[config.mk]
export PLATFORM = sky130hd
export DESIGN_NAME = converter_fault_qualifier
export DESIGN_NICKNAME = d
export VERILOG_FILES = /design/src/rtl/core/cfq_pkg.sv /design/src/rtl/core/cfq_cfg_regs.sv /design/src/rtl/core/cfq_qualify.sv /design/src/rtl/core/converter_fault_qualifier.sv
export SDC_FILE = /design/constraint.sdc
export NUM_CORES = 1
export LEC_CHECK = 0
export ABC_AREA = 1
export BUFFER_PORTS_ARGS = -buffer_cell sky130_fd_sc_hd__buf_4
export CORE_MARGIN = 3
export CORE_UTILIZATION = 30
export DETAILED_ROUTE_END_ITERATION = 10
export GPL_ROUTABILITY_DRIVEN = 1
export HOLD_SLACK_MARGIN = 0.05
export PLACE_DENSITY = 0.47
export SLEW_MARGIN = 20
export SYNTH_ARGS = -nofsm -noshare
export SYNTH_HDL_FRONTEND = slang
export SYNTH_SLANG_ARGS = --single-unit
[constraint.sdc]
create_clock -name clk -period 5 [get_ports clk]
set_clock_uncertainty 0.2 [all_clocks]
set_input_delay 0.75 -clock clk [delete_from_list [all_inputs] [get_ports clk]]
set_output_delay 0.75 -clock clk [all_outputs]
set_load 0.005 [all_outputs]
[src/rtl/core/cfq_pkg.sv]
// Shared types, constants and helpers of the converter fault qualifier.
// No dependencies; used by every module of the block by scoped names.
`default_nettype none

package cfq_pkg;

  localparam int unsigned MV_W        = 16;
  localparam int unsigned REF_W       = 17;
  localparam int unsigned CFG_IDX_W   = 3;
  localparam int unsigned FCOUNT_W    = 4;
  localparam int unsigned IN_TDATA_W  = 88;
  localparam int unsigned OUT_TDATA_W = 8;

  localparam int unsigned BLANK_TICKS_DEF = 3;
  localparam int unsigned FAULT_LIMIT_DEF = 8;

  // threshold values after reset, mV
  localparam logic [MV_W-1:0] OVP_CELL_RST       = 16'd4400;
  localparam logic [MV_W-1:0] SHORT_OUTPUT_RST   = 16'd15000;
  localparam logic [MV_W-1:0] SHORT_FEEDBACK_RST = 16'd4800;
  localparam logic [MV_W-1:0] OPEN_FEEDBACK_RST  = 16'd500;
  localparam logic [MV_W-1:0] OPEN_OUTPUT_RST    = 16'd22800;
  localparam logic [MV_W-1:0] LIMIT_FEEDBACK_RST = 16'd100;
  localparam logic [MV_W-1:0] LIMIT_BATTERY_RST  = 16'd11500;
  localparam logic [MV_W-1:0] LIMIT_OUTPUT_RST   = 16'd18000;

  typedef enum logic [CFG_IDX_W-1:0] {
    REG_OVP_CELL       = 3'd0,
    REG_SHORT_OUTPUT   = 3'd1,
    REG_SHORT_FEEDBACK = 3'd2,
    REG_OPEN_FEEDBACK  = 3'd3,
    REG_OPEN_OUTPUT    = 3'd4,
    REG_LIMIT_FEEDBACK = 3'd5,
    REG_LIMIT_BATTERY  = 3'd6,
    REG_LIMIT_OUTPUT   = 3'd7
  } reg_idx_t;

  typedef enum logic [1:0] {
    FAULT_CLEAR = 2'd0,
    FAULT_OVP   = 2'd1,
    FAULT_SHORT = 2'd2,
    FAULT_OPEN  = 2'd3
  } fault_code_t;

  typedef enum logic {
    KIND_SHORT = 1'b0,
    KIND_OPEN  = 1'b1
  } fault_kind_t;

  typedef struct packed {
    logic [MV_W-1:0] ovp_cell_mv;
    logic [MV_W-1:0] short_output_mv;
    logic [MV_W-1:0] short_feedback_mv;
    logic [MV_W-1:0] open_feedback_mv;
    logic [MV_W-1:0] open_output_mv;
    logic [MV_W-1:0] limit_feedback_mv;
    logic [MV_W-1:0] limit_battery_mv;
    logic [MV_W-1:0] limit_output_mv;
  } cfg_t;

  // declared high field first so that the first field lands in bit 0
  typedef struct packed {
    logic [MV_W-1:0]         feedback_mv;
    logic [MV_W-1:0]         output_mv;
    logic signed [REF_W-1:0] ramp_reference_mv;
    logic [MV_W-1:0]         battery_mv;
    logic [MV_W-1:0]         cell_mv;
    logic                    ramp_active;
    logic                    output_enabled;
  } item_t;

  typedef struct packed {
    fault_code_t fault_code;
    logic        reference_reset;
    logic        input_limited;
  } result_t;

  localparam int unsigned ITEM_W = $bits(item_t);
  localparam int unsigned RES_W  = $bits(result_t);

  // leaky counter step: add below limit, else hold limit; four-bit sum may wrap
  function automatic logic [FCOUNT_W-1:0] bump(input logic [FCOUNT_W-1:0] cnt,
                                               input logic [FCOUNT_W-1:0] step,
                                               input logic [FCOUNT_W-1:0] limit);
    logic [FCOUNT_W-1:0] res;
    res = (cnt < limit) ? (cnt + step) : limit;
    return res;
  endfunction

endpackage

`default_nettype wire

[src/rtl/core/cfq_cfg_regs.sv]
// Threshold register file of the converter fault qualifier.
// Depends on cfq_pkg for the register indexes, reset values and cfg_t.
`default_nettype none

module cfq_cfg_regs (
  input  wire logic                           clk,
  input  wire logic                           rst_n,
  input  wire logic                           cfg_we,
  input  wire logic [cfq_pkg::CFG_IDX_W-1:0]  cfg_index,
  input  wire logic [cfq_pkg::MV_W-1:0]       cfg_wdata,
  output cfq_pkg::cfg_t                       cfg
);

  cfq_pkg::cfg_t cfg_r;
  cfq_pkg::cfg_t cfg_nxt;

  always_comb begin
    cfg_nxt = cfg_r;
    if (cfg_we) begin
      case (cfq_pkg::reg_idx_t'(cfg_index))
        cfq_pkg::REG_OVP_CELL:       cfg_nxt.ovp_cell_mv       = cfg_wdata;
        cfq_pkg::REG_SHORT_OUTPUT:   cfg_nxt.short_output_mv   = cfg_wdata;
        cfq_pkg::REG_SHORT_FEEDBACK: cfg_nxt.short_feedback_mv = cfg_wdata;
        cfq_pkg::REG_OPEN_FEEDBACK:  cfg_nxt.open_feedback_mv  = cfg_wdata;
        cfq_pkg::REG_OPEN_OUTPUT:    cfg_nxt.open_output_mv    = cfg_wdata;
        cfq_pkg::REG_LIMIT_FEEDBACK: cfg_nxt.limit_feedback_mv = cfg_wdata;
        cfq_pkg::REG_LIMIT_BATTERY:  cfg_nxt.limit_battery_mv  = cfg_wdata;
        cfq_pkg::REG_LIMIT_OUTPUT:   cfg_nxt.limit_output_mv   = cfg_wdata;
        default:                     cfg_nxt = cfg_r;
      endcase
    end
  end

  always_ff @(posedge clk) begin
    if (!rst_n) begin
      cfg_r.ovp_cell_mv       <= cfq_pkg::OVP_CELL_RST;
      cfg_r.short_output_mv   <= cfq_pkg::SHORT_OUTPUT_RST;
      cfg_r.short_feedback_mv <= cfq_pkg::SHORT_FEEDBACK_RST;
      cfg_r.open_feedback_mv  <= cfq_pkg::OPEN_FEEDBACK_RST;
      cfg_r.open_output_mv    <= cfq_pkg::OPEN_OUTPUT_RST;
      cfg_r.limit_feedback_mv <= cfq_pkg::LIMIT_FEEDBACK_RST;
      cfg_r.limit_battery_mv  <= cfq_pkg::LIMIT_BATTERY_RST;
      cfg_r.limit_output_mv   <= cfq_pkg::LIMIT_OUTPUT_RST;
    end else begin
      cfg_r <= cfg_nxt;
    end
  end

  assign cfg = cfg_r;

endmodule

`default_nettype wire

[src/rtl/core/cfq_qualify.sv]
// Per-tick checks: limit detection, blanking, overvoltage and leaky fault counter.
// Depends on cfq_pkg for the item, result and threshold types.
`default_nettype none

module cfq_qualify #(
  parameter int unsigned BLANK_TICKS = cfq_pkg::BLANK_TICKS_DEF,
  parameter int unsigned FAULT_LIMIT = cfq_pkg::FAULT_LIMIT_DEF
) (
  input  wire logic     clk,
  input  wire logic     rst_n,
  input  wire logic     advance,   // the item is moved to the result stage
  input  cfq_pkg::item_t item,
  input  cfq_pkg::cfg_t  cfg,
  output cfq_pkg::result_t res
);

  localparam int unsigned BLANK_W = (BLANK_TICKS < 2) ? 1 : $clog2(BLANK_TICKS + 1);
  localparam logic [BLANK_W-1:0] BLANK_END = BLANK_W'(BLANK_TICKS);
  localparam logic [cfq_pkg::FCOUNT_W-1:0] LIMIT = cfq_pkg::FCOUNT_W'(FAULT_LIMIT);
  localparam logic [cfq_pkg::FCOUNT_W-1:0] STEP_SHORT = cfq_pkg::FCOUNT_W'(2);
  localparam logic [cfq_pkg::FCOUNT_W-1:0] STEP_OPEN  = cfq_pkg::FCOUNT_W'(1);

  logic [BLANK_W-1:0]           blank_count_r, blank_count_nxt;
  logic [cfq_pkg::FCOUNT_W-1:0] fault_count_r, fault_count_nxt;
  cfq_pkg::fault_kind_t         fault_kind_r,  fault_kind_nxt;

  logic sag;
  logic low_drive;
  logic is_short;
  logic is_open;
  cfq_pkg::fault_code_t code;

  always_comb begin
    // battery zero-extended into the signed reference width
    sag = !item.ramp_active &&
          ($signed({1'b0, item.battery_mv}) < $signed(item.ramp_reference_mv));
    low_drive = (item.feedback_mv < cfg.limit_feedback_mv) &&
                (item.battery_mv  < cfg.limit_battery_mv) &&
                (item.output_mv   > cfg.limit_output_mv);
    is_short = (item.output_mv < cfg.short_output_mv) &&
               (item.feedback_mv > cfg.short_feedback_mv);
    is_open  = (item.feedback_mv < cfg.open_feedback_mv) &&
               (item.output_mv > cfg.open_output_mv);

    blank_count_nxt = blank_count_r;
    fault_count_nxt = fault_count_r;
    fault_kind_nxt  = fault_kind_r;
    code            = cfq_pkg::FAULT_CLEAR;

    if (!item.output_enabled) begin
      blank_count_nxt = '0;
    end else if (blank_count_r < BLANK_END) begin
      blank_count_nxt = blank_count_r + 1'b1;
    end else begin
      if (item.cell_mv > cfg.ovp_cell_mv) begin
        code = cfq_pkg::FAULT_OVP;
      end
      // short wins over open
      if (is_short) begin
        fault_count_nxt = cfq_pkg::bump(fault_count_r, STEP_SHORT, LIMIT);
        fault_kind_nxt  = cfq_pkg::KIND_SHORT;
      end else if (is_open) begin
        fault_count_nxt = cfq_pkg::bump(fault_count_r, STEP_OPEN, LIMIT);
        fault_kind_nxt  = cfq_pkg::KIND_OPEN;
      end else if (fault_count_r != '0) begin
        fault_count_nxt = fault_count_r - 1'b1;
      end
      // kind survives decay, so a late report still names the last fault seen
      if (fault_count_nxt >= LIMIT) begin
        code = (fault_kind_nxt == cfq_pkg::KIND_OPEN) ? cfq_pkg::FAULT_OPEN
                                                      : cfq_pkg::FAULT_SHORT;
      end
    end

    res.input_limited   = sag || low_drive;
    res.reference_reset = sag;
    res.fault_code      = code;
  end

  always_ff @(posedge clk) begin
    if (!rst_n) begin
      blank_count_r <= '0;
      fault_count_r <= '0;
      fault_kind_r  <= cfq_pkg::KIND_SHORT;
    end else if (advance) begin
      blank_count_r <= blank_count_nxt;
      fault_count_r <= fault_count_nxt;
      fault_kind_r  <= fault_kind_nxt;
    end
  end

endmodule

`default_nettype wire

[src/rtl/core/converter_fault_qualifier.sv]
// An accepted item goes into the input register, then its result into the
// result register, which drives out_tvalid; a held result delays the load.
// Throughput: one item per clock while results are taken; the input and
// result registers let a new item in while the previous result waits.
// Reset (rst_n low, synchronous): both stages empty, thresholds to defaults,
// blanking and fault counters cleared.
`default_nettype none

module converter_fault_qualifier #(
  parameter int unsigned BLANK_TICKS = cfq_pkg::BLANK_TICKS_DEF,
  parameter int unsigned FAULT_LIMIT = cfq_pkg::FAULT_LIMIT_DEF
) (
  input  wire logic                            clk,
  input  wire logic                            rst_n,
  // in_tdata, from bit 0: output_enabled, ramp_active, cell_mv[16],
  // battery_mv[16], ramp_reference_mv[17 signed], output_mv[16],
  // feedback_mv[16], zero fill
  input  wire logic                            in_tvalid,
  output logic                                 in_tready,
  input  wire logic [cfq_pkg::IN_TDATA_W-1:0]  in_tdata,
  // out_tdata, from bit 0: input_limited, reference_reset, fault_code[2],
  // zero fill
  output logic                                 out_tvalid,
  input  wire logic                            out_tready,
  output logic [cfq_pkg::OUT_TDATA_W-1:0]      out_tdata,
  input  wire logic                            cfg_we,
  input  wire logic [cfq_pkg::CFG_IDX_W-1:0]   cfg_index,
  input  wire logic [cfq_pkg::MV_W-1:0]        cfg_wdata
);

  localparam int unsigned PAD_W = cfq_pkg::OUT_TDATA_W - cfq_pkg::RES_W;

  cfq_pkg::cfg_t    cfg;
  cfq_pkg::item_t   in_item_r;
  cfq_pkg::result_t res;
  cfq_pkg::result_t out_res_r;
  logic             in_vld_r, in_vld_nxt;
  logic             out_vld_r, out_vld_nxt;
  logic             out_load;

  cfq_cfg_regs u_cfg (
    .clk       (clk),
    .rst_n     (rst_n),
    .cfg_we    (cfg_we),
    .cfg_index (cfg_index),
    .cfg_wdata (cfg_wdata),
    .cfg       (cfg)
  );

  cfq_qualify #(
    .BLANK_TICKS (BLANK_TICKS),
    .FAULT_LIMIT (FAULT_LIMIT)
  ) u_qual (
    .clk     (clk),
    .rst_n   (rst_n),
    .advance (out_load),
    .item    (in_item_r),
    .cfg     (cfg),
    .res     (res)
  );

  // result register frees up when empty or taken this cycle
  assign out_load  = in_vld_r && (!out_vld_r || out_tready);
  assign in_tready = !in_vld_r || out_load;

  always_comb begin
    in_vld_nxt  = in_vld_r;
    out_vld_nxt = out_vld_r;
    if (in_tready) begin
      in_vld_nxt = in_tvalid;
    end
    if (out_load) begin
      out_vld_nxt = 1'b1;
    end else if (out_tready) begin
      out_vld_nxt = 1'b0;
    end
  end

  always_ff @(posedge clk) begin
    if (!rst_n) begin
      in_vld_r  <= 1'b0;
      out_vld_r <= 1'b0;
    end else begin
      in_vld_r  <= in_vld_nxt;
      out_vld_r <= out_vld_nxt;
    end
  end

  always_ff @(posedge clk) begin
    if (in_tready && in_tvalid) begin
      in_item_r <= cfq_pkg::item_t'(in_tdata[cfq_pkg::ITEM_W-1:0]);
    end
    if (out_load) begin
      out_res_r <= res;
    end
  end

  assign out_tvalid = out_vld_r;
  assign out_tdata  = {{PAD_W{1'b0}}, out_res_r};

endmodule

`default_nettype wire

* Word level (Yosys, flattened, before mapping)
Index checks and enable logic that the tools add are counted.
** Word-level totals
- Output and inout bits :: 10
- Bits of input ports :: 112
- Word-level logic and storage cells :: 94
- Register bits :: 224
** Operators by class
- Reductions and logical operators :: 27
- Magnitude comparators :: 12
- Equal/unequal tests :: 8
- Multiplexer cells :: 18
- $add $sub $neg :: 4
- Bitwise logic cells :: 2
** Operators with widths (count)
- $gt 16x16->1 :: 4
- $lt 16x16->1 :: 4
- $mux 4 :: 7
- $reduce_and 2->1 :: 9
- $lt 17x17->1 :: 1
- $eq 3x3->1 const B :: 4
- $mux 1 :: 8
- $logic_and 1x1->1 :: 7
- $eq 3x2->1 const B :: 2
- $mux 2 :: 3
- $add 4x1->4 const B :: 1
- $add 4x2->4 const B :: 1
- $ge 4x4->1 const B :: 1
- $lt 4x4->1 const B :: 1
- $reduce_bool 4->1 :: 1
- $sub 4x1->4 const B :: 1
- $eq 3x1->1 const B :: 1
- $logic_not 1->1 :: 3
- $logic_not 3->1 :: 1
- $logic_or 1x1->1 :: 3
- $reduce_and 3->1 :: 1
- $add 2x1->2 const B :: 1
- $lt 2x2->1 const B :: 1
- $ne 2x1->1 const B :: 1
- other kinds (3) :: 4

* Longest topological paths before layout
Gate-level depths: netlist (run 1).
- Depth in word-level cells :: 8
- Mapped depth :: 16

* Cells and area by module
From an unflattened synthesis (run 1), not the netlist that was laid out.
** Unflattened totals
- Cell total of the unflattened synthesis :: 1429
- Area, all modules :: 11845.1 um2
** By module, submodules not included
- cfq_cfg_regs :: seq. area each 2562.5 um2, cells each 684, times used 1, area each 4913.5 um2
- cfq_qualify :: seq. area each 140.1 um2, cells each 640, times used 1, area each 4190.3 um2
- converter_fault_qualifier :: seq. area each 2652.5 um2, cells each 105, times used 1, area each 2741.4 um2

* Least setup slack after synthesis (run 1)
No wires, ideal clock.
- Path type :: input to register
- Start point :: input port out_tready
- End point :: register in_item_r[0] (netlist name) (enable)
- Cell stages on the path :: 4
- Path buffers :: 0
- Arrival :: 2591 ps
- Required time :: 4363 ps
- Path slack :: 1772 ps
- Cells stage by stage :: inv_1 -> nand3_1 -> nand2_1 -> inv_1
** On the way
- Cells in the longest elaborated chain, start to end :: 4
** Ends and longest elaborated chain
- start: declaration :: RTL line converter_fault_qualifier.sv:24 : input wire logic out_tready,
- $logic_or 1x1->1 :: RTL line converter_fault_qualifier.sv:63 : assign out_load = in_vld_r && (!out_vld_r || out_tready);
- $logic_and 1x1->1 :: RTL line converter_fault_qualifier.sv:63
- $logic_or 1x1->1 :: RTL line converter_fault_qualifier.sv:64 : assign in_tready = !in_vld_r || out_load;
- named net in_tready :: RTL line converter_fault_qualifier.sv:19 : output logic in_tready,
- $logic_and 1x1->1 :: RTL line converter_fault_qualifier.sv:90 : if (in_tready && in_tvalid) begin
- end signal: assignment :: RTL line converter_fault_qualifier.sv:91 : in_item_r <= cfq_pkg::item_t'(in_tdata[cfq_pkg::ITEM_W-1:0]);
- end: declaration :: RTL line converter_fault_qualifier.sv:34 : cfq_pkg::item_t in_item_r;
The timed path passes the listed nets, and every way through them passes these cells.
A chain may end at the register's enable or synchronous reset.

* Worst setup path in the final report (run 1)
- Start point :: register in_item_r[74] (netlist name)
- End point :: register out_res_r (netlist bit out_tdata[2]), data pin
** On the way
- Cells in the longest elaborated chain, start to end :: 8
- Elaborated cells on any way between the ends :: 15
** Ends and longest elaborated chain
- $lt 16x16->1 :: RTL line cfq_qualify.sv:42 : is_open = (item.feedback_mv < cfg.open_feedback_mv) &&
- $logic_and 1x1->1 :: RTL line cfq_qualify.sv:42
- $mux 4 / $mux 1 (equally long branches) :: RTL line cfq_qualify.sv:62 : end else if (is_open) begin
- $mux 4 / $mux 1 (equally long branches) :: RTL line cfq_qualify.sv:59 : if (is_short) begin
- $mux 4 / $mux 1 (equally long branches) :: RTL line cfq_qualify.sv:52 : end else if (blank_count_r < BLANK_END) begin
- $mux 4 / $mux 1 (equally long branches) :: RTL line cfq_qualify.sv:50 : if (!item.output_enabled) begin
- $ge 4x4->1 / $mux 1 (equally long branches) :: RTL line cfq_qualify.sv:69, cfq_qualify.sv:70
- $mux 2 (*) :: RTL line cfq_qualify.sv:69 : if (fault_count_nxt >= LIMIT) begin
- end signal: assignment :: RTL line converter_fault_qualifier.sv:94 : out_res_r <= res;
- end: declaration :: RTL line converter_fault_qualifier.sv:36 : cfq_pkg::result_t out_res_r;
Every way passes the cells marked *; elsewhere a longest branch is shown, timed or not. The select of a mux whose other input is x is not followed.

==> summary.txt, run 1 <==
Status
  – Outcome: finished, final reports clean

Die
  – Die Y: 198.9 um
  – Core Area: roughly 37000 sq um
  – Top-Level Pins: about 120
  – Num rows: 70
  – Die Width: between 150 and 200 um
  – Initial Util: between 30% and 40%
  – Die area: slightly below 40000 sq um

Placement
  – Port bufs: ~110
  – GP Congestion: approximately 0.76
  – Dpl ws: ~1900 ps
  – DP Wirelength: between 20000 and 25000 um

Yosys
  – Mapped cell area: ~11000 sq um
  – Top cell type by total area after synthesis: dfxtp_1
  – Synth Register Bits: ~220
  – Simple-gate share of the synthesized area: roughly 11%
  – Post-synth top area share: roughly 25%
  – Adder-cell share of the synthesized area: between 10% and 20%
  – Synth Area in Compound Gates: between 10% and 20%
  – Synth Instances: 1205
  – Mean area per synthesized cell: around 9.3 sq um
  – Netlist cell types: 39
  – Post-synthesis sequential area ratio: around 48%
  – Multiplexer area fraction after synthesis: 0%
  – XOR/XNOR Fraction of Synth Area: less than 1%
  – Top area cells in the synthesized netlist: dfxtp_1 (25%), edfxtp_1 (23%), ha_1 (16%), a21oi_1 (7.0%), inv_1 (6.4%)
  – Largest family of logic cells by synthesized area: compound AO/OA/AOI/OAI gates
  – YS warnings: 0

Timing
  – Highest clock rate: ~410 MHz
  – Unrepaired setup endpoints after global routing: false
  – Min cycle time layout: approximately 2500 ps
  – Slew Limit Headroom: 42.06%
  – Slew Limit Fails: 0
  – Final hold vios: 0
  – Worst Slack Setup Final: 2534 ps
  – Period utilisation layout: around half
  – Actual slew at the worst max-slew pin: 866.0 ps
  – Setup violators final: 0
  – Fin Setup TNS: 0 ps

CTS
  – Worst-case clock buffer depth: 3
  – Root Buffer: clkbuf_16
  – Clk pin slew, worst setup/hold paths: 60 ps
  – CTS H-Tree Depth: 1
  – Skew-Pair Late Insertion Delay: roughly 570 ps
  – TritonCTS clock tree: done
  – Total CTS buffers: 28
  – Clk sink count: 224
  – Resize count post-CTS: 0
  – Cts hold-fix bufs: 0
  – Postcts setup bufs: 0

Critical path
  – CP Capture Type: register
  – Crit start category: register
  – WP data arrival: 2590 ps
  – Reg-to-reg endpoint: out_tdata[2]
  – Worst Reg2Reg Path Length in Cells: 10
  – Crit Path Category: register to register
  – Worst reg2reg setup slack: roughly 2500 ps
  – Worst EP required: about 5000 ps
  – Origin of the critical flop-to-flop path: in_item_r[74]
  – Maximum fanout along the worst path: 8

Layout
  – Reg area: approximately 5400 sq um
  – Fin util: a little over a third
  – Layout Nets: 1573
  – Ant diodes: 0
  – Most common cell after layout, fill and taps aside: inv_1
  – Layout area overhead: 19.22%
  – Share of cells above drive strength 1: between 10% and 20%
  – # fillers: approximately 3700
  – Multi-input gate area: 4891 sq um
  – Most frequent cells in the layout: inv_1 (188), a21oi_1 (156), ha_1 (145)

Pwr
  – PD cells: around 330 nW/um^2
  – VDD IR-drop max: 0.2860 mV
  – Pleak: roughly 5.8 nW

Job
  – Max Cap Viol: 0

Min path
  – Min-Delay Endpoint: in_item_r[74]
  – Hold crit path type: input port to register
  – Hold depth: 1
  – Hold path startpoint: in_tdata[74]

Route
  – Antenna-violating nets left: 0
  – Vias/cell: between 4 and 5
  – Vias: slightly above 8000
  – Avg WL per Cell: about 16 um
  – Drt drc: 0
  – First-pass DRT Iterations: 5
  – 1st-iter DRT viols: around 400
  – Routed WL: between 20000 and 30000 um

Global route
  – Global-route usage over all layers: 14.46%
  – GRT overflow: 0
  – Initial antenna violation count: 1
  – Largest net degree at the start of global routing: 75
  – First-pass GRT wire length: 44340 um
  – Vias in the first global route: 7997
==> worst max-delay path by stage <==
stage,from,endpoint,slack (ps)
final,in_item_r[74],out_tdata[2],2530
after global routing,in_item_r[74],out_tdata[2],2380
after CTS,in_item_r[74],out_tdata[2],2510
after detailed placement,cfg_we,u_cfg.cfg[15],1930
after global placement,cfg_we,u_cfg.cfg[1],1960
after floorplan,out_tready,in_item_r[0],1770
==> power breakdown <==
part / internal [mW] / leakage [nW] / switching (mW) / total [mW]
combinational: 0.186 / 3.43 / 0.272 / 0.457
clock: 1.08 / 0.413 / 0.798 / 1.88
sequential: 1.98 / 1.96 / 0.0413 / 2.02
total: 3.25 / 5.81 / 1.11 / 4.36
==> sequential cells by signal, summed over array words and instances (netlist names), named ones only <==
signal	flops
in_item_r	83
in_vld_r	1
out_tdata	4
out_tvalid	1
u_cfg.cfg	128
u_qual.blank_count_r	2
u_qual.fault_count_r	3
u_qual.fault_kind_r	1
==> Yosys cell counts, drive strengths merged <==
| cell | count |
|---|---|
| inv | 200 |
| a21oi | 158 |
| nand2 | 153 |
| ha | 145 |
| dfxtp | 137 |
| o21ai | 116 |
| edfxtp | 87 |
| nor2 | 58 |
| o211ai | 41 |
| clkbuf | 24 |
| nand3 | 19 |
| nand4 | 18 |
| buf | 14 |
| nor3 | 7 |
| o21a | 5 |
| a211oi | 4 |
| nor4 | 3 |
| o21bai | 3 |
| clkinv | 2 |
| o2111ai | 2 |
| xnor2 | 2 |
| a21boi | 1 |
| a22oi | 1 |
| a31oi | 1 |
| conb | 1 |
| o311ai | 1 |
| o31ai | 1 |
| xor2 | 1 |
==> layout make-up <==
type                            count  area share [%]
Clock buffer                       44           5.942
Clock inverter                      6          0.4231
Inverter                          202           5.706
Multi-Input combinational cell    744           36.75
Sequential cell                   224           40.24
Tap cell                          468           4.400
Timing Repair Buffer              116           6.543
==> through the flow <==
stage          power (mW)  cells  hold slack, ps  area [sq um]
2_1_floorplan       2.334   1208           224.6         11170
3_3_place_gp        2.518   1754           241.6         12460
3_5_place_dp        2.528   1754           252.6         12460
4_1_cts             4.435   1804           111.8         13310
5_1_grt             4.584   1804           115.8         13310
6_report            4.364   1804           143.3         13310
==> per-layer routing <==
| layer | global-route usage, % | share of wire [%] |
|---|---|---|
| met5 | 0 | 0 |
| met4 | 4.295 | 2.9 |
| met3 | 2.371 | 3.9 |
| met2 | 22.58 | 44 |
| met1 | 20.63 | 49 |
==> kinds of logic after synthesis <==
group	count (synthesis)
AO/OA/AOI/OAI	334
flip-flops	224
other	1
XOR/XNOR	3
adder cells (fa/ha/maj)	145
AND/OR/NAND/NOR	258
buffers and inverters	240
==> worst max-delay path: stages (launching register included) <==
cell	delay [ps]
edfxtp_1	470
ha_1	340
nand2_1	80
nor2_1	180
nand4_1	180
o21ai_1	250
nor2_2	90
nand3_4	170
nand3_2	130
nand3_2	80
a21oi_2	60
No activity file was read; power rests on OpenSTA's default activity.
==> inputs of run 2 (changes only) <==
Settings changed: ABC_AREA 1 to 0, PLACE_DENSITY 0.47 to 0.49.
Clock period 5 ns to 2.25 ns, I/O delays scaled along.
==> run 2 against run 1 <==
Effect of this change: the flow now finishes with violations (setup timing); total power is 130% higher; sequential cell count stayed put; synthesized area is 3.5% higher; via count is 12% higher; cell count is 13% higher; fmax is 22% lower.
==> summary.txt, run 2 <==
Critical path
  – Origin of the critical flop-to-flop path: in_item_r[60] (was in_item_r[74])
  – Crit Path Category: register to register (unchanged)
  – WP data arrival: 3240 ps (was 2590 ps)
  – Maximum fanout along the worst path: 3 (was 8)
  – Crit-path cells: ha_1 > and4_1 > or4b_4 > a21oi_2 > a211oi_2 > a211o_1 > buf_6 > nand3b_4 > or3b_4 > a41o_1 (was ha_1 > nand2_1 > nor2_1 > nand4_1 > o21ai_1 > nor2_2 > nand3_4 > nand3_2 > nand3_2 > a21oi_2)
  – CP Capture Type: register (unchanged)
  – CP Launch Point: in_item_r[60] (was in_item_r[74])
  – Crit start category: register (unchanged)
  – CP max stage cell: or4b_4 (was edfxtp_1)
  – Critical path's largest stage delay: 470 ps (about the same)
  – Worst EP required: 2350 ps (was 5130 ps)

Global route
  – Initial antenna violation count: 0 (was 1)
  – GRT overflow: 0 (unchanged)
  – Largest net degree at the start of global routing: 44 (was 75)
  – Vias in the first global route: 9612 (was 7997)
  – Global-route usage over all layers: 16.23% (was 14.46%)
  – First-pass GRT wire length: 52540 um (was 44340 um)

CTS
  – Clk sink count: 224 (unchanged)
  – TritonCTS clock tree: done (unchanged)
  – Total CTS buffers: 28 (unchanged)
  – Root Buffer: clkbuf_16 (unchanged)
  – CTS H-Tree Depth: 1 (unchanged)
  – Skew-Pair Late Insertion Delay: 540 ps (was 570 ps)
  – Clk pin slew, worst setup/hold paths: 60 ps (about the same)
  – Worst-case clock buffer depth: 3 (unchanged)

Route
  – First-pass DRT Iterations: 4 (was 5)
  – Avg WL per Cell: 16.27 um (was 15.78 um)
  – Vias: 9309 (was 8314)
  – Drt drc: 0 (unchanged)
  – 1st-iter DRT viols: 431 (was 398)
  – Antenna-violating nets left: 0 (unchanged)
  – Routed WL: 33150 um (was 28470 um)
  – Vias/cell: 4.568 (was 4.609)

Timing
  – Unrepaired setup endpoints after global routing: true (was false)
  – Highest clock rate: 317.8 MHz (was 405.5 MHz)
  – Final hold vios: 0 (unchanged)
  – Actual slew at the worst max-slew pin: 585.9 ps (was 866.0 ps)
  – Period utilisation layout: 139.9% (was 49.33%)
  – Slew Limit Fails: 0 (unchanged)
  – Slew Limit Headroom: 60.83% (was 42.06%)
  – Fin Setup TNS: -4868 ps (was 0 ps)
  – Setup violators final: 8 (was 0)
  – Fin Hold WS: 182.3 ps (was 143.3 ps)
  – Min cycle time layout: 3147 ps (was 2466 ps)
  – Worst Slack Setup Final: -896.7 ps (was 2534 ps)

Layout
  – Max reg flops: 128 (unchanged)
  – # fillers: 3782 (was 3730)
  – Reg area: 5355 sq um (unchanged)
  – Layout area overhead: 35.68% (was 19.22%)
  – Ant diodes: 0 (unchanged)
  – Most frequent cells in the layout: nand2_1 (246), buf_4 (212), inv_1 (144) (was inv_1 (188), a21oi_1 (156), ha_1 (145))
  – Fin util: 41.40% (was 36.35%)
  – Multi-input gate area: 5517 sq um (was 4891 sq um)
  – Share of cells above drive strength 1: 19.25% (was 14.45%)
  – Fin cells: 2038 (was 1804)
  – Post-route cell area: 15670 sq um (was 13310 sq um)
  – Layout Nets: 1762 (was 1573)
  – Most common cell after layout, fill and taps aside: nand2_1 (was inv_1)

Yosys
  – Post-synthesis sequential area ratio: 46.37% (was 47.97%)
  – Netlist cell types: 60 (was 39)
  – Post-synth top area share: 23.75% (was 24.57%)
  – Asr flop ratio synth: 0% (unchanged)
  – Most frequent cells after synthesis: nand2_1 (246), ha_1 (145), inv_1 (144), dfxtp_1 (137), a21boi_0 (90) (was inv_1 (189), a21oi_1 (156), ha_1 (145), nand2_1 (144), dfxtp_1 (137))
  – Mapped cell area: 11550 sq um (was 11160 sq um)
  – YS warnings: 0 (unchanged)
  – Post-synth EDFFs: 87 (unchanged)
  – Top area cells in the synthesized netlist: dfxtp_1 (24%), edfxtp_1 (23%), ha_1 (16%), nand2_1 (8.0%), a21boi_0 (5.9%) (was dfxtp_1 (25%), edfxtp_1 (23%), ha_1 (16%), a21oi_1 (7.0%), inv_1 (6.4%))
  – Post-synth top flop: dfxtp_1 (unchanged)
  – Synth Instances: 1210 (was 1205)
  – Top cell type by total area after synthesis: dfxtp_1 (unchanged)
  – Synth Register Bits: 224 (unchanged)
  – Mean area per synthesized cell: 9.544 sq um (was 9.264 sq um)
  – Count leader, synth: nand2_1 (was inv_1)

Placement
  – Port bufs: 112 (unchanged)
  – GP Congestion: 0.8103 (was 0.7568)
  – Placed cells: 1882 (was 1754)
  – Dpl ws: -907.9 ps (was 1933 ps)
  – Placed inst area: 13620 sq um (was 12460 sq um)
  – DP Wirelength: 23110 um (was 20470 um)

Pwr
  – Pleak: 6.513 nW (was 5.809 nW)
  – VDD IR-drop max: 0.5921 mV (was 0.2860 mV)
  – Combinational power share: 12.8% (was 10.5%)
  – PD cells: 631.7 nW/um^2 (was 327.9 nW/um^2)
  – Sw power: 2.417 mW (was 1.111 mW)
  – P_int: 7.481 mW (was 3.252 mW)
  – Switch share: 24.42% (was 25.46%)
  – Clk pwr share: 42.2% (was 43.1%)
  – Total power: 9.898 mW (was 4.364 mW)
  – Sequential share of power: 45.0% (was 46.4%)

Min path
  – Hold crit path type: input port to register (unchanged)
  – Hold path startpoint: cfg_index[0] (was in_tdata[74])

Die
  – Die area: 40880 sq um (was 39560 sq um)
  – Top-Level Pins: 122 (unchanged)
  – Die Y: 202.2 um (was 198.9 um)
  – Initial Util: 30.52% (was 30.49%)
  – Num rows: 71 (was 70)
  – Die Width: 202.2 um (was 198.9 um)
  – Core Area: 37840 sq um (was 36610 sq um)

Status
  – Outcome: finished with violations (was finished, final reports clean)
  – Failing checks: setup timing

Job
  – Max Cap Viol: 0 (unchanged)
## run 2: cell types whose count changed in the layout (fill, tap and decap cells not counted), sizes merged, moves of 9 or more
cell,before,now
nor2b,0,17
a21oi,158,43
o21ai,116,29
dlygate4sd3,0,103
nand2,153,246
nor2,58,24
buf,116,221
inv,200,144
a21o,0,21
a21boi,1,90
nand2b,0,9
## run 2: timing repair
| item | 4_1_cts | 5_1_grt |
|---|---|---|
| gates cloned | 0 | 0 |
| setup endpoints to repair | 8 | 8 |
| resized for setup | 24 | 9 |
| setup buffers | 5 | 0 |
| pin swaps | 19 | 0 |
| endpoints found under the hold margin | 217 | 0 |
| hold buffers | 103 | 0 |
## run 2: critical path: cells and delay by family (launching register included)
| family | cells | cell delay (ps) |
|---|---|---|
| buffers and inverters | 1 | 140 |
| adders and majority gates | 1 | 300 |
| DFF | 1 | 390 |
| and+or+nand+nor | 4 | 1120 |
| AOI/OAI and AO/OA | 4 | 750 |
## run 2: kinds of logic (layout without fill, tap and decap cells)
family | after synthesis | after routing | share of synthesized area, %
AOI/OAI and AO/OA | 262 | 262 | 15.81
xor gates and xnor gates | 1 | 1 | 0.07585
adders and majority gates | 145 | 145 | 15.71
buffers and inverters | 206 | 520 | 7.486
DFF | 224 | 224 | 46.37
muxes | 2 | 2 | 0.1734
other | 1 | 4 | 0.03247
and+or+nand+nor | 369 | 369 | 14.34
## run 2: routing by layer
metal  wire [um]  share of wire [%]  global-route usage, %  up-vias
li1            -                  -                      -     4745
met1       15300                 46                  21.42     4333
met2       15520                 47                  27.65      188
met3        1615                4.9                  2.867       43
met4         709                2.1                  4.083        0
met5           0                  0                      0        -
## run 2: final timing paths
kind	end	slack [ps]	depth (start not counted)
hold / removal	u_cfg.cfg[78]	180	5
setup reg to reg	out_tdata[2]	-900	10
setup / recovery	out_tdata[2]	-900	10
hold reg to reg	u_cfg.cfg[5]	260	2
## run 2: power by group through the flow
stage                     clock, mW  combinational, mW  sequential, mW
after CTS                      4.30               1.28            4.45
after detailed placement          0               1.10            4.54
after global routing           4.48               1.42            4.47
after global placement            0               1.09            4.53
after floorplan                   0              0.587            4.52
final                          4.18               1.27            4.45
## run 2: layout make-up
type                       instances  share of cell area [%]
clock buffer                      42                   5.135
clock inverter                    10                  0.2875
inverter                         144                   3.450
multi-input combinational        783                   35.21
sequential                       224                   34.18
tap                              511                   4.080
timing repair buffer             324                   17.66
==> inputs of run 3 (changes only) <==
Settings changed: CTS_BUF_LIST set to sky130_fd_sc_hd__clkbuf_4 sky130_fd_sc_hd__clkbuf_8 sky130_fd_sc_hd__clkbuf_16, TNS_END_PERCENT set to 20.
==> run 3 against run 2 <==
Effect of this change: the run still ends with setup timing left; clock power is 9.6% higher; non-clock buffer count is 10 lower; cell count is 0.49% lower; global-route usage is 0.29 points lower; die area stayed put; highest routed layer unchanged; fmax is 1.1% lower.
==> summary.txt, run 3 (synthesis results as in run 2) <==
CTS
  – Worst-case clock buffer depth: 3 (unchanged)
  – CTS H-Tree Depth: 1 (unchanged)
  – Total CTS buffers: 28 (unchanged)
  – Clk pin slew, worst setup/hold paths: 60 ps (about the same)
  – Root Buffer: clkbuf_16 (unchanged)
  – Skew-Pair Late Insertion Delay: 540 ps (about the same)
  – TritonCTS clock tree: done (unchanged)
  – Clk sink count: 224 (unchanged)
  – Postcts setup bufs: 0 (was 5)

Critical path
  – Path length in cells of the critical path: 10 (unchanged)
  – Critical path's largest stage delay: 480 ps (was 470 ps)
  – Maximum fanout along the worst path: 4 (was 3)
  – Worst Reg2Reg Path Length in Cells: 10 (unchanged)
  – CP max stage cell: or4b_4 (unchanged)
  – WP data arrival: 3280 ps (was 3240 ps)
  – CP top delay family: simple AND/OR/NAND/NOR gates (unchanged)
  – Worst EP required: 2350 ps (about the same)
  – CP Capture Type: register (unchanged)
  – Crit Path Category: register to register (unchanged)
  – WP buf/inv: 1 (unchanged)
  – Crit start category: register (unchanged)
  – Crit-path cells: ha_4 > and4_1 > or4b_4 > a21oi_2 > a211oi_1 > a211o_1 > buf_6 > nand3b_4 > or3b_4 > a41o_1 (was ha_1 > and4_1 > or4b_4 > a21oi_2 > a211oi_2 > a211o_1 > buf_6 > nand3b_4 > or3b_4 > a41o_1)

Layout
  – Share of cells above drive strength 1: 18.66% (was 19.25%)
  – Post-route cell area: 15550 sq um (was 15670 sq um)
  – Max reg flops: 128 (unchanged)
  – Fin util: 41.09% (was 41.40%)
  – Layout Nets: 1752 (was 1762)
  – Most frequent cells in the layout: nand2_1 (246), buf_4 (208), inv_1 (144) (was nand2_1 (246), buf_4 (212), inv_1 (144))
  – Layout area overhead: 34.64% (was 35.68%)
  – Most common cell after layout, fill and taps aside: nand2_1 (unchanged)
  – Ant diodes: 0 (unchanged)

Job
  – Max Cap Viol: 0 (unchanged)

Timing
  – Actual slew at the worst max-slew pin: 627.7 ps (was 585.9 ps)
  – Fin Setup TNS: -5240 ps (was -4868 ps)
  – Final hold vios: 0 (unchanged)
  – Min cycle time layout: 3182 ps (was 3147 ps)
  – Slew Limit Fails: 0 (unchanged)
  – Slew Limit Headroom: 58.04% (was 60.83%)
  – Worst Slack Setup Final: -931.7 ps (was -896.7 ps)
  – Highest clock rate: 314.3 MHz (was 317.8 MHz)
  – Period utilisation layout: 141.4% (was 139.9%)
  – Setup violators final: 8 (unchanged)
  – Unrepaired setup endpoints after global routing: true (unchanged)

Die
  – Initial Util: 30.52% (unchanged)
  – Die area: 40880 sq um (unchanged)
  – Die Width: 202.2 um (unchanged)
  – Top-Level Pins: 122 (unchanged)
  – Die Y: 202.2 um (unchanged)
  – Num rows: 71 (unchanged)
  – Core Area: 37840 sq um (unchanged)

Global route
  – First-pass GRT wire length: 51490 um (was 52540 um)
  – Vias in the first global route: 9349 (was 9612)
  – GRT overflow: 0 (unchanged)
  – Largest net degree at the start of global routing: 100 (was 44)
  – Initial antenna violation count: 0 (unchanged)
  – Global-route usage over all layers: 15.93% (was 16.23%)

Route
  – Vias/cell: 4.536 (was 4.568)
  – Drt drc: 0 (unchanged)
  – Routed WL: 32570 um (was 33150 um)
  – Avg WL per Cell: 16.06 um (was 16.27 um)
  – Antenna-violating nets left: 0 (unchanged)
  – Vias: 9198 (was 9309)
  – First-pass DRT Iterations: 5 (was 4)
  – 1st-iter DRT viols: 452 (was 431)

Placement
  – Port bufs: 112 (unchanged)
  – GP Congestion: 0.8285 (was 0.8103)
  – Placed inst area: 13500 sq um (was 13620 sq um)
  – Dpl ws: -923.3 ps (was -907.9 ps)
  – DP Wirelength: 22720 um (was 23110 um)

Min path
  – Hold depth: 5 (unchanged)
  – Hold crit path type: input port to register (unchanged)

Status
  – Failing checks: setup timing (unchanged)
  – Outcome: finished with violations (unchanged)

Pwr
  – PD cells: 659.4 nW/um^2 (was 631.7 nW/um^2)
  – VDD IR-drop max: 0.5606 mV (was 0.5921 mV)
  – Pleak: 6.492 nW (was 6.513 nW)
  – Total power: 10.25 mW (was 9.898 mW)
[run 3: layer usage]
layer  vias to the layer above  GRT usage (%)  wire, um
li1                       4724              -         -
met1                      4273          21.29     15170
met2                       166          26.87     15110
met3                        35          3.253      1726
met4                         0          3.242       571
met5                         -              0         0
[run 3: repair_timing]
item / 4_1_cts / 5_1_grt
endpoints found under the hold margin: 213 / 0
hold buffers: 103 / 0
pin swaps: 7 / 0
setup endpoints to repair: 8 / 8
resized for setup: 11 / 6
[run 3: path summary, 6_finish.rpt]
path / startpoint / slack, ps / endpoint
min reg2reg: u_cfg.cfg[46] / 260 / u_cfg.cfg[46]
max: in_item_r[62] / -930 / out_tdata[2]
min: cfg_index[1] / 190 / u_cfg.cfg[113]
max reg2reg: in_item_r[62] / -930 / out_tdata[2]
[run 3: cell type report]
class	count	area (sq um)
clock buffer	37	817.0
clock inverter	15	130.1
fill	3744	22300
inverter	144	540.5
multi-input combinational	783	5423
sequential	224	5355
tap	511	639.4
timing repair buffer	314	2644
[run 3: metrics by stage]
step	std cells	hold slack, ps
detailed placement	1873	257.3
floorplan	1213	236.4
CTS	2028	161.0
global route	2028	200.1
finish	2028	185.9
global placement	1873	251.2
[run 3: worst register-to-register path, delay by kind of cell (launching register included)]
kind | cells | cell delay, ps
AND/OR/NAND/NOR | 4 | 1120
flip-flops | 1 | 430
buffers and inverters | 1 | 140
AO/OA/AOI/OAI | 4 | 750
adder cells (fa/ha/maj) | 1 | 290
[run 3: power breakdown]
| part | internal, mW | switching [mW] | total (mW) | leakage, nW |
|---|---|---|---|---|
| Clock | 2.77 | 1.82 | 4.58 | 0.462 |
| Sequential | 4.38 | 0.0725 | 4.45 | 1.96 |
| Combinational | 0.620 | 0.595 | 1.22 | 4.07 |
